## src/rtl/core/pib_pkg.sv

```systemverilog
// ----------------------------------------------------------------------------
// pib_pkg: shared types and constants of the point-in-box occupancy marker
// Item and result payloads, item modes, register indexes and the control
// word that walks down the chain of box cells.
// ----------------------------------------------------------------------------
package pib_pkg;

	localparam int BOUNDS_PER_BOX = 6;
	localparam int HIT_BOX_W      = 4;
	localparam int BITMAP_W       = 16;
	localparam int CFG_INDEX_W    = 2;
	localparam int CFG_DATA_W     = 32;

	localparam logic [1:0] MODE_LOAD     = 2'd0;
	localparam logic [1:0] MODE_CLASSIFY = 2'd1;
	localparam logic [1:0] MODE_CLEAR    = 2'd2;

	localparam logic [CFG_INDEX_W-1:0] CFG_BOX_COUNT = 2'd0;
	localparam logic [CFG_INDEX_W-1:0] CFG_SKIP_MASK = 2'd1;

	typedef struct packed {
		logic [1:0]         mode;
		logic [3:0]         box_index;
		logic [2:0]         bound_index;
		logic signed [31:0] bound_value;
		logic signed [31:0] pos_x;
		logic signed [31:0] pos_y;
		logic signed [31:0] pos_z;
		logic [31:0]        particle_flags;
	} item_t;

	typedef struct packed {
		logic [BITMAP_W-1:0]  occupied_boxes;
		logic                 hit;
		logic [HIT_BOX_W-1:0] hit_box;
	} result_t;

	// Bound write request broadcast to every cell.
	typedef struct packed {
		logic       we;
		logic [3:0] box_index;
		logic [2:0] bound_index;
	} bound_wr_t;

	// Control word of the particle that travels from cell to cell.
	typedef struct packed {
		logic                 valid;
		logic                 found;
		logic [HIT_BOX_W-1:0] hit_box;
	} tok_ctrl_t;

endpackage

```

## src/rtl/core/pib_cell.sv

```systemverilog
// ----------------------------------------------------------------------------
// pib_cell: one box of the occupancy chain
// Holds the six bounds and the occupancy mark of one box, tests the passing
// particle against the box and hands the particle on to the next cell.
// ----------------------------------------------------------------------------
module pib_cell #(
	parameter int COORD_BITS = 32,
	parameter int CELL_IDX   = 0,
	parameter int CNT_W      = 5
) (
	input  logic                         clk,
	input  logic                         arst_n,
	input  pib_pkg::bound_wr_t           wr,
	input  logic signed [COORD_BITS-1:0] wr_value,
	input  logic                         clear,
	input  logic [CNT_W-1:0]             box_total,
	input  pib_pkg::tok_ctrl_t           ctrl_in,
	input  logic signed [COORD_BITS-1:0] x_in,
	input  logic signed [COORD_BITS-1:0] y_in,
	input  logic signed [COORD_BITS-1:0] z_in,
	output pib_pkg::tok_ctrl_t           ctrl_out,
	output logic signed [COORD_BITS-1:0] x_out,
	output logic signed [COORD_BITS-1:0] y_out,
	output logic signed [COORD_BITS-1:0] z_out,
	output logic                         mark
);

	logic signed [COORD_BITS-1:0] bound_q [pib_pkg::BOUNDS_PER_BOX];
	logic                         mark_q;
	pib_pkg::tok_ctrl_t           ctrl_s1;
	logic signed [COORD_BITS-1:0] x_s1;
	logic signed [COORD_BITS-1:0] y_s1;
	logic signed [COORD_BITS-1:0] z_s1;

	logic wr_hit;
	logic active;
	logic holds;
	logic take;

	assign wr_hit = wr.we && (int'(wr.box_index) == CELL_IDX)
		&& (int'(wr.bound_index) < pib_pkg::BOUNDS_PER_BOX);

	// Only boxes below the saturated box count take part in the search.
	assign active = int'(box_total) > CELL_IDX;

	// Minimum bounds are inclusive, maximum bounds exclusive.
	assign holds = (x_in >= bound_q[0]) && (x_in < bound_q[1])
		&& (y_in >= bound_q[2]) && (y_in < bound_q[3])
		&& (z_in >= bound_q[4]) && (z_in < bound_q[5]);

	assign take = ctrl_in.valid && !ctrl_in.found && active && holds;

	always_ff @(posedge clk) begin
		if (wr_hit) begin
			bound_q[wr.bound_index] <= wr_value;
		end
	end

	always_ff @(posedge clk or negedge arst_n) begin
		if (!arst_n) begin
			mark_q  <= 1'b0;
			ctrl_s1 <= '0;
		end else begin
			if (clear) begin
				mark_q <= 1'b0;
			end else if (take) begin
				mark_q <= 1'b1;
			end
			ctrl_s1.valid <= ctrl_in.valid;
			if (take) begin
				ctrl_s1.found   <= 1'b1;
				ctrl_s1.hit_box <= pib_pkg::HIT_BOX_W'(CELL_IDX);
			end else begin
				ctrl_s1.found   <= ctrl_in.found;
				ctrl_s1.hit_box <= ctrl_in.hit_box;
			end
		end
	end

	always_ff @(posedge clk) begin
		x_s1 <= x_in;
		y_s1 <= y_in;
		z_s1 <= z_in;
	end

	assign ctrl_out = ctrl_s1;
	assign x_out    = x_s1;
	assign y_out    = y_s1;
	assign z_out    = z_s1;
	assign mark     = mark_q;

endmodule

```

## config.mk

```make
export PLATFORM = sky130hd
export DESIGN_NAME = pib_cell
export DESIGN_NICKNAME = d
export VERILOG_FILES = /design/src/rtl/core/pib_pkg.sv /design/src/rtl/core/pib_cell.sv
export SDC_FILE = /design/constraint.sdc
export NUM_CORES = 1
export LEC_CHECK = 0
export BUFFER_PORTS_ARGS = -buffer_cell sky130_fd_sc_hd__buf_4
export CORE_UTILIZATION = 53
export CTS_CLUSTER_DIAMETER = 150
export DETAILED_ROUTE_END_ITERATION = 8
export GPL_TIMING_DRIVEN = 0
export PLACE_DENSITY = 0.84
export SLEW_MARGIN = 20
export SYNTH_ARGS = -nofsm -noshare
export SYNTH_HDL_FRONTEND = slang
export SYNTH_SLANG_ARGS = --single-unit
```

## constraint.sdc

```tcl
create_clock -name clk -period 2.6 [get_ports clk]
set_clock_uncertainty 0.05 [all_clocks]
set_input_delay 0.26 -clock clk [delete_from_list [all_inputs] [get_ports clk]]
set_output_delay 0.26 -clock clk [all_outputs]
set_load 0.01 [all_outputs]
```

==> impl_metrics.xml, run 1 <==
<?xml version="1.0" encoding="UTF-8"?>
<metrics>
  <group name="outcome">
    <metric name="status" unit="">finished, violations left</metric>
    <metric name="failed_checks" unit="">setup timing</metric>
  </group>
  <group name="floorplan">
    <metric name="fp.dieH" unit="um">158</metric>
    <metric name="start_util" unit="%">54.4</metric>
    <metric name="core" unit="um^2">23600</metric>
    <metric name="dieArea" unit="um^2">24900</metric>
    <metric name="placementRows" unit="">56</metric>
    <metric name="fp.dieW" unit="um">158</metric>
    <metric name="io-pin-count" unit="">253</metric>
  </group>
  <group name="power">
    <metric name="clock_power_share" unit="%">42.4</metric>
    <metric name="p_comb_share" unit="%">9.9</metric>
    <metric name="ir_worst_vdd" unit="mV">0.657</metric>
    <metric name="internal_power" unit="W">0.00834</metric>
    <metric name="power.leakage" unit="nW">8.20</metric>
    <metric name="power_switching_share" unit="%">22.1</metric>
    <metric name="total_net_switching_power" unit="W">0.00237</metric>
    <metric name="power_per_unit_of_standard_cell_area" unit="nW/um^2">598</metric>
    <metric name="power.share.sequential" unit="%">47.7</metric>
  </group>
  <group name="detailed_routing">
    <metric name="detail_route.wirelength" unit="um">36100</metric>
    <metric name="routed_wire_length_per_instance" unit="um">20.3</metric>
    <metric name="detail_route.drc_violations" unit="">0</metric>
    <metric name="detail_route.iter0.violations" unit="">924</metric>
    <metric name="drt-vias-per-instance" unit="">5.50</metric>
    <metric name="dr.pass1.iters" unit="">6</metric>
    <metric name="route.antenna.remaining_nets" unit="">0</metric>
    <metric name="routed-via-count" unit="">9802</metric>
  </group>
  <group name="yosys">
    <metric name="asyncSetResetFlopFracSynth" unit="%">2.37</metric>
    <metric name="syn_area" unit="um^2">12800</metric>
    <metric name="postSynthRegisterBits" unit="">295</metric>
    <metric name="dominantRegCellSynth" unit="">edfxtp_1</metric>
    <metric name="netlist-cell-type-count" unit="">56</metric>
    <metric name="synth_warnings" unit="">0</metric>
    <metric name="postSynthCellCount" unit="">1005</metric>
    <metric name="yosys.area.top_type_share" unit="%">44.9</metric>
    <metric name="post_synth_edffs" unit="">192</metric>
    <metric name="postSynthAreaPerCell" unit="um^2">12.8</metric>
    <metric name="mappedNetlistNets" unit="">1344</metric>
    <metric name="synth_sequential_area_ratio" unit="%">61.2</metric>
    <metric name="synth.largest_area_cell" unit="">edfxtp_1</metric>
    <metric name="synth_top_cells_by_area" unit="">edfxtp_1 (45%), ha_1 (18%), dfxtp_1 (15%)</metric>
  </group>
  <group name="worst_hold_path">
    <metric name="min_delay_worst_endpoint" unit="">bound_q[0][26]</metric>
    <metric name="worstHoldStart" unit="">wr[2]</metric>
    <metric name="hold_path_class" unit="">in2reg</metric>
    <metric name="min_path_cells" unit="">2</metric>
  </group>
  <group name="timing">
    <metric name="post-route-worst-setup-slack" unit="ns">-0.316</metric>
    <metric name="rsz0062_at_grt" unit="">true</metric>
    <metric name="timing_hold_violations_final" unit="">0</metric>
    <metric name="portion_of_the_clock_cycle_consumed_by_the_worst_path_in_the_final_layout" unit="%">112</metric>
    <metric name="slew_violations" unit="">0</metric>
    <metric name="final_period_minus_worst_setup_slack" unit="ns">2.92</metric>
    <metric name="max_freq" unit="MHz">343</metric>
    <metric name="worst_pin_slew" unit="ns">0.892</metric>
    <metric name="setup_viol" unit="">6</metric>
    <metric name="max-slew-margin-rel" unit="%">40.3</metric>
  </group>
  <group name="clock_network">
    <metric name="cts_root_buffer" unit="">clkbuf_16</metric>
    <metric name="clk_latency" unit="ns">0.56</metric>
    <metric name="clk_pin_slew" unit="ns">0.07</metric>
    <metric name="number_of_buffers_created_by_cts" unit="">30</metric>
    <metric name="htreeDepth" unit="">1</metric>
    <metric name="cts_tree" unit="">done</metric>
    <metric name="clock_path_buffers" unit="">3</metric>
    <metric name="tritoncts_num_sinks" unit="">295</metric>
  </group>
  <group name="cells_and_area">
    <metric name="diodes" unit="">0</metric>
    <metric name="finish.instance_area" unit="um^2">17900</metric>
    <metric name="layout-drive-gt1-share" unit="%">23.2</metric>
    <metric name="final_nets" unit="">1777</metric>
    <metric name="finalNonFillerCells" unit="">1781</metric>
    <metric name="area_delta_synth_final" unit="%">39.4</metric>
  </group>
  <group name="grt">
    <metric name="gr-total-overflow" unit="">0</metric>
    <metric name="gr-usage-all-layers" unit="%">29.2</metric>
    <metric name="grt_pass1_wl" unit="um">54300</metric>
    <metric name="antenna_violations_before_repair" unit="">0</metric>
    <metric name="grt_start_max_net_pins" unit="">26</metric>
    <metric name="via_count_of_the_first_global_routing_pass" unit="">10300</metric>
  </group>
  <group name="worst_setup_path">
    <metric name="critPathMaxFanout" unit="">6</metric>
    <metric name="required" unit="ns">2.96</metric>
    <metric name="rr_startpoint" unit="">bound_q[3][21]</metric>
    <metric name="cpMaxStageDelayCell" unit="">or4_1</metric>
    <metric name="gate_family_responsible_for_the_most_delay_along_the_worst_path" unit="">compound AO/OA/AOI/OAI gates</metric>
    <metric name="cp_data_arrival_time" unit="ns">3.28</metric>
    <metric name="cp_cell_sequence" unit="">inv_1, ha_2, or4_1, a221o_1, o22ai_2, o311ai_1, a31oi_1, nand3b_1, a21oi_4, a21boi_1</metric>
    <metric name="rr_worst_depth" unit="">10</metric>
    <metric name="critPathLaunchType" unit="">flip-flop</metric>
    <metric name="crit_path_end_kind" unit="">flip-flop</metric>
    <metric name="setup.reg_to_reg.worst_slack" unit="ns">-0.32</metric>
    <metric name="crit-reg2reg-capture" unit="">ctrl_out[2]</metric>
    <metric name="worst-path-buf-inv" unit="">1</metric>
    <metric name="timing.critical_path.slowest_cell_delay" unit="ns">0.53</metric>
    <metric name="critPathKind" unit="">reg2reg</metric>
  </group>
  <group name="place">
    <metric name="placement.io_buffers" unit="">252</metric>
    <metric name="globalplace.congestion" unit="">0.865</metric>
    <metric name="postPlaceCellArea" unit="um^2">15300</metric>
    <metric name="place_inst" unit="">1584</metric>
    <metric name="preCtsSetupSlack" unit="ns">-0.776</metric>
    <metric name="dp_hpwl" unit="um">23100</metric>
  </group>
  <group name="flow_run">
    <metric name="count_of_maximum_capacitance_violations" unit="">0</metric>
  </group>
</metrics>
==> cells by family (layout without fill, tap and decap cells) <==
| group | count (synthesis) | count (layout) | synth area share, % |
|---|---|---|---|
| adder cells (fa/ha/maj) | 189 | 189 | 18.4 |
| flip-flops | 295 | 295 | 61.2 |
| AO/OA/AOI/OAI | 162 | 162 | 7.94 |
| XOR/XNOR | 1 | 1 | 0.0682 |
| buffers and inverters | 194 | 651 | 5.67 |
| AND/OR/NAND/NOR | 162 | 162 | 6.50 |
| multiplexers | 2 | 2 | 0.166 |
==> routing by layer <==
metal / routed length [um] / GRT usage, %
met2: 18300 / 53.0
met4: 1880 / 13.8
met5: 0 / 0
met1: 13100 / 33.6
met3: 2780 / 4.65
==> synthesized netlist by cell type, types with 3 or more instances <==
| library cell | count |
|---|---|
| o211ai_1 | 6 |
| nand3_1 | 18 |
| a31oi_1 | 3 |
| a21boi_0 | 5 |
| ha_1 | 189 |
| a221o_1 | 3 |
| dfrtp_1 | 7 |
| nor3_1 | 9 |
| a21oi_1 | 68 |
| nand4_1 | 24 |
| nor4_1 | 3 |
| and4_1 | 7 |
| inv_1 | 194 |
| edfxtp_1 | 192 |
| a41oi_1 | 3 |
| o21a_1 | 3 |
| a211oi_1 | 4 |
| nand2_1 | 42 |
| a21o_1 | 18 |
| o21ai_0 | 28 |
| nand2b_1 | 4 |
| nor2b_1 | 9 |
| dfxtp_1 | 96 |
| nor2_1 | 31 |
==> registers in the layout, indices dropped and copies added, names as in the netlist <==
signal    count
bound_q     192
ctrl_out      6
mark          1
x_out        32
y_out        32
z_out        32
==> cell usage in the layout, fill, tap and decap left out, types with 6 or more instances in the layout <==
cell	n
a21oi_1	67
nor2b_1	9
clkbuf_1	6
dfxtp_1	96
nand2_1	42
edfxtp_1	192
o211ai_1	6
inv_1	194
clkbuf_16	31
dfrtp_1	7
a21o_1	18
and4_1	7
nand4_1	24
nor2_1	27
dlygate4sd3_1	138
buf_4	255
o21ai_0	24
nand3_1	18
ha_1	187
==> what timing repair did <==
action / in CTS / in global routing
endpoints found under the hold margin: 302 / 0
resized for setup: 24 / 5
pin swaps: 5 / 2
endpoints found under the setup margin: 6 / 6
setup buffers: 1 / 2
hold buffers: 138 / 0
==> power by group through the flow <==
| stage | logic [W] | registers, W | clock network (W) |
|---|---|---|---|
| 2_1_floorplan | 0.000256 | 0.00525 | 0 |
| 3_3_place_gp | 0.000787 | 0.00520 | 0 |
| 3_5_place_dp | 0.000828 | 0.00520 | 0 |
| 4_1_cts | 0.00102 | 0.00510 | 0.00451 |
| 5_1_grt | 0.00114 | 0.00511 | 0.00473 |
| 6_report | 0.00106 | 0.00511 | 0.00454 |
==> worst max path at each step <==
| stage | endpoint | start | slack, ns | cells past startpoint |
|---|---|---|---|---|
| after floorplan | bound_q[2][0] | wr[4] | -0.05 | 3 |
| after global placement | bound_q[2][1] | wr[4] | -1.09 | 4 |
| after detailed placement | ctrl_out[3] | x_in[14] | -0.78 | 10 |
| after CTS | ctrl_out[0] | bound_q[3][20] | -0.05 | 10 |
| after global routing | ctrl_out[2] | bound_q[3][21] | -0.36 | 10 |
| final | ctrl_out[2] | bound_q[3][21] | -0.32 | 10 |
==> layout make-up <==
type,count,area [um^2]
fill,1310,5720
timing repair buffer,401,3450
clock inverter,13,165
tap,319,399
multi-input combinational,516,4420
inverter,194,728
sequential,295,7860
clock buffer,43,868
==> worst register-to-register path, cell delays in order, from the launching register on <==
cell	delay, ns
edfxtp_1	0.33
inv_1	0.05
ha_2	0.17
or4_1	0.53
a221o_1	0.30
o22ai_2	0.23
o311ai_1	0.15
a31oi_1	0.32
nand3b_1	0.21
a21oi_4	0.28
a21boi_1	0.16
==> metrics by stage <==
stage | hold slack [ns] | TNS [ns] | utilization (%) | total power, W
after floorplan | -0.0856 | -5.85 | - | 0.00551
after global placement | 0.0233 | -195.54 | 64.1 | 0.00599
after detailed placement | 0.0261 | -4.55 | 65.0 | 0.00603
after CTS | 0.00768 | -0.244 | 75.6 | 0.0106
after global routing | 0.0249 | -1.90 | 75.8 | 0.0110
final | 0.0119 | -1.58 | 75.8 | 0.0107
Power figures use the tool's default switching activity.
==> inputs of run 2 (changes only) <==
--- a/config.mk
+++ b/config.mk
@@ -6,6 +6,7 @@
 export NUM_CORES = 1
 export LEC_CHECK = 0
 export BUFFER_PORTS_ARGS = -buffer_cell sky130_fd_sc_hd__buf_4
+export CORE_ASPECT_RATIO = 0.75
 export CORE_UTILIZATION = 53
 export CTS_CLUSTER_DIAMETER = 150
 export DETAILED_ROUTE_END_ITERATION = 8
==> constraint.sdc (replaced) <==
create_clock -name clk -period 3.55 [get_ports clk]
set_clock_uncertainty 0.05 [all_clocks]
set_input_delay 0.355 -clock clk [delete_from_list [all_inputs] [get_ports clk]]
set_output_delay 0.355 -clock clk [all_outputs]
set_load 0.01 [all_outputs]
==> impl_metrics.xml, run 2 (synthesis results as in run 1) <==
<?xml version="1.0" encoding="UTF-8"?>
<metrics>
  <group name="worst_setup_path">
    <metric name="critPathKind" unit="">in2reg</metric>
    <metric name="critPathMaxFanout" unit="">6</metric>
    <metric name="worst-path-buf-inv" unit="">2</metric>
    <metric name="cp_data_arrival_time" unit="ns">3.57</metric>
    <metric name="critPathLaunchType" unit="">primary input</metric>
    <metric name="timing.critical_path.slowest_cell_delay" unit="ns">0.54</metric>
    <metric name="crit-reg2reg-capture" unit="">ctrl_out[2]</metric>
    <metric name="gate_family_responsible_for_the_most_delay_along_the_worst_path" unit="">compound AO/OA/AOI/OAI gates</metric>
    <metric name="crit_path_end_kind" unit="">flip-flop</metric>
    <metric name="required" unit="ns">3.89</metric>
    <metric name="cpMaxStageDelayCell" unit="">dlygate4sd3_1</metric>
    <metric name="setup.reg_to_reg.worst_slack" unit="ns">0.46</metric>
    <metric name="rr_startpoint" unit="">bound_q[0][25]</metric>
    <metric name="cp_cell_sequence" unit="">dlygate4sd3_1, buf_4, ha_1, a21o_1, a221o_1, a221oi_1, o21ai_1, a21oi_1, xnor2_1, a211oi_2, a21boi_0</metric>
    <metric name="rr_worst_depth" unit="">10</metric>
  </group>
  <group name="place">
    <metric name="postPlaceCellArea" unit="um^2">15300</metric>
    <metric name="globalplace.congestion" unit="">0.858</metric>
    <metric name="dp_hpwl" unit="um">23700</metric>
    <metric name="placement.io_buffers" unit="">252</metric>
  </group>
  <group name="clock_network">
    <metric name="cts_tree" unit="">done</metric>
    <metric name="clk_latency" unit="ns">0.56</metric>
    <metric name="postCtsResizedCells" unit="">0</metric>
    <metric name="post_cts_buffers" unit="">0</metric>
    <metric name="htreeDepth" unit="">1</metric>
    <metric name="cts_root_buffer" unit="">clkbuf_16</metric>
    <metric name="tritoncts_num_sinks" unit="">295</metric>
    <metric name="clock_path_buffers" unit="">3</metric>
    <metric name="number_of_buffers_created_by_cts" unit="">28</metric>
    <metric name="clk_pin_slew" unit="ns">0.07</metric>
    <metric name="holdBufCountCts" unit="">132</metric>
  </group>
  <group name="power">
    <metric name="ir_worst_vdd" unit="mV">0.460</metric>
    <metric name="power.leakage" unit="nW">8.10</metric>
    <metric name="power_per_unit_of_standard_cell_area" unit="nW/um^2">432</metric>
    <metric name="power" unit="W">0.00761</metric>
    <metric name="power.share.sequential" unit="%">49.2</metric>
    <metric name="internal_power" unit="W">0.00591</metric>
    <metric name="p_comb_share" unit="%">9.8</metric>
    <metric name="total_net_switching_power" unit="W">0.00169</metric>
    <metric name="clock_power_share" unit="%">41.0</metric>
    <metric name="power_switching_share" unit="%">22.3</metric>
  </group>
  <group name="cells_and_area">
    <metric name="layout-drive-gt1-share" unit="%">22.2</metric>
    <metric name="finish.instance_area" unit="um^2">17600</metric>
    <metric name="final_nets" unit="">1766</metric>
    <metric name="post-route-util" unit="%">75.4</metric>
    <metric name="register_bank_with_the_most_flops" unit="">bound_q</metric>
    <metric name="most-common-layout-cells" unit="">buf_4 (252), inv_1 (194), edfxtp_1 (192), ha_1 (189), dlygate4sd3_1 (132)</metric>
    <metric name="area_delta_synth_final" unit="%">37.3</metric>
    <metric name="filler_cell_count" unit="">1405</metric>
    <metric name="largest_reg_flops" unit="">192</metric>
    <metric name="layout_commonest_cell" unit="">buf_4</metric>
  </group>
  <group name="detailed_routing">
    <metric name="routed_wire_length_per_instance" unit="um">19.6</metric>
    <metric name="routed-via-count" unit="">9350</metric>
    <metric name="drt-vias-per-instance" unit="">5.34</metric>
    <metric name="detail_route.wirelength" unit="um">34300</metric>
    <metric name="detail_route.iter0.violations" unit="">781</metric>
    <metric name="route.antenna.remaining_nets" unit="">0</metric>
    <metric name="detail_route.drc_violations" unit="">0</metric>
    <metric name="dr.pass1.iters" unit="">5</metric>
  </group>
  <group name="grt">
    <metric name="gr-total-overflow" unit="">0</metric>
    <metric name="gr-usage-all-layers" unit="%">27.9</metric>
    <metric name="grt_pass1_wl" unit="um">51900</metric>
    <metric name="antenna_violations_before_repair" unit="">2</metric>
    <metric name="via_count_of_the_first_global_routing_pass" unit="">9550</metric>
    <metric name="grt_start_max_net_pins" unit="">21</metric>
  </group>
  <group name="timing">
    <metric name="timing_hold_violations_final" unit="">0</metric>
    <metric name="max-slew-margin-rel" unit="%">51.1</metric>
    <metric name="max_freq" unit="MHz">309</metric>
    <metric name="final_period_minus_worst_setup_slack" unit="ns">3.23</metric>
    <metric name="slew_violations" unit="">0</metric>
    <metric name="rsz0062_at_grt" unit="">false</metric>
    <metric name="worst_pin_slew" unit="ns">0.728</metric>
    <metric name="setup_viol" unit="">0</metric>
    <metric name="portion_of_the_clock_cycle_consumed_by_the_worst_path_in_the_final_layout" unit="%">91.1</metric>
  </group>
  <group name="floorplan">
    <metric name="core" unit="um^2">23400</metric>
    <metric name="start_util" unit="%">55.0</metric>
    <metric name="fp.dieH" unit="um">137</metric>
    <metric name="fp.dieW" unit="um">182</metric>
    <metric name="dieArea" unit="um^2">24900</metric>
    <metric name="io-pin-count" unit="">253</metric>
    <metric name="placementRows" unit="">48</metric>
  </group>
  <group name="worst_hold_path">
    <metric name="hold_path_class" unit="">in2reg</metric>
    <metric name="min_delay_worst_endpoint" unit="">bound_q[3][1]</metric>
    <metric name="worstHoldStart" unit="">wr_value[1]</metric>
    <metric name="min_path_cells" unit="">1</metric>
  </group>
  <group name="flow_run">
    <metric name="count_of_maximum_capacitance_violations" unit="">0</metric>
  </group>
  <group name="outcome">
    <metric name="status" unit="">completed</metric>
  </group>
</metrics>
-- run 2: cell types whose count changed in the layout (fill, tap and decap cells not counted), sizes merged --
cell         before  now
inv             195  196
bufinv            4    0
dlygate4sd3     138  132
diode             0    1
buf             263  260
clkbuf           43   42
-- run 2: area by class of cell --
type / instances / area [um^2] / share of cell area (%)
sequential: 295 / 7860 / 44.6
multi-input combinational: 516 / 4300 / 24.4
antenna: 1 / 2.50 / 0.0142
clock buffer: 42 / 922 / 5.23
tap: 300 / 375 / 2.13
clock inverter: 10 / 55.1 / 0.312
inverter: 194 / 728 / 4.13
timing repair buffer: 392 / 3380 / 19.2
-- run 2: how the worst max path moves through the flow --
| stage | from | to | slack [ns] | depth (start not counted) |
|---|---|---|---|---|
| floorplan | wr[4] | bound_q[2][0] | 0.81 | 3 |
| global placement | wr[4] | bound_q[5][19] | -0.28 | 4 |
| detailed placement | x_in[25] | ctrl_out[2] | 0.41 | 10 |
| CTS | x_in[14] | ctrl_out[2] | 0.38 | 11 |
| global route | x_in[14] | ctrl_out[2] | 0.18 | 11 |
| finish | x_in[25] | ctrl_out[2] | 0.32 | 11 |
-- run 2: stage by stage --
step,cells,hold WS [ns],setup WS (ns),TNS [ns]
6_report,1750,0.0258,0.316,0
5_1_grt,1750,0.00301,0.182,0
4_1_cts,1749,0.0000465,0.379,0
3_5_place_dp,1565,0.123,0.413,0
3_3_place_gp,1557,0.120,-0.282,-47.06
2_1_floorplan,1005,0.00941,0.808,0
-- run 2: power by group through the flow --
| stage | registers, W | clock network [W] | logic (W) |
|---|---|---|---|
| 2_1_floorplan | 0.00384 | 0 | 0.000188 |
| 3_3_place_gp | 0.00381 | 0 | 0.000577 |
| 3_5_place_dp | 0.00381 | 0 | 0.000608 |
| 4_1_cts | 0.00374 | 0.00314 | 0.000734 |
| 5_1_grt | 0.00374 | 0.00329 | 0.000810 |
| 6_report | 0.00374 | 0.00312 | 0.000749 |
-- run 2: routing by layer --
metal | track usage, % | wire length, um | share of wire (%) | up-vias
met3 | 4.79 | 2710 | 7.9 | 63
met5 | 0 | 0 | 0 | -
met2 | 47.2 | 16100 | 47 | 428
met1 | 37.2 | 14700 | 43 | 4437
met4 | 8.05 | 892 | 2.6 | 0
li1 | - | - | - | 4422
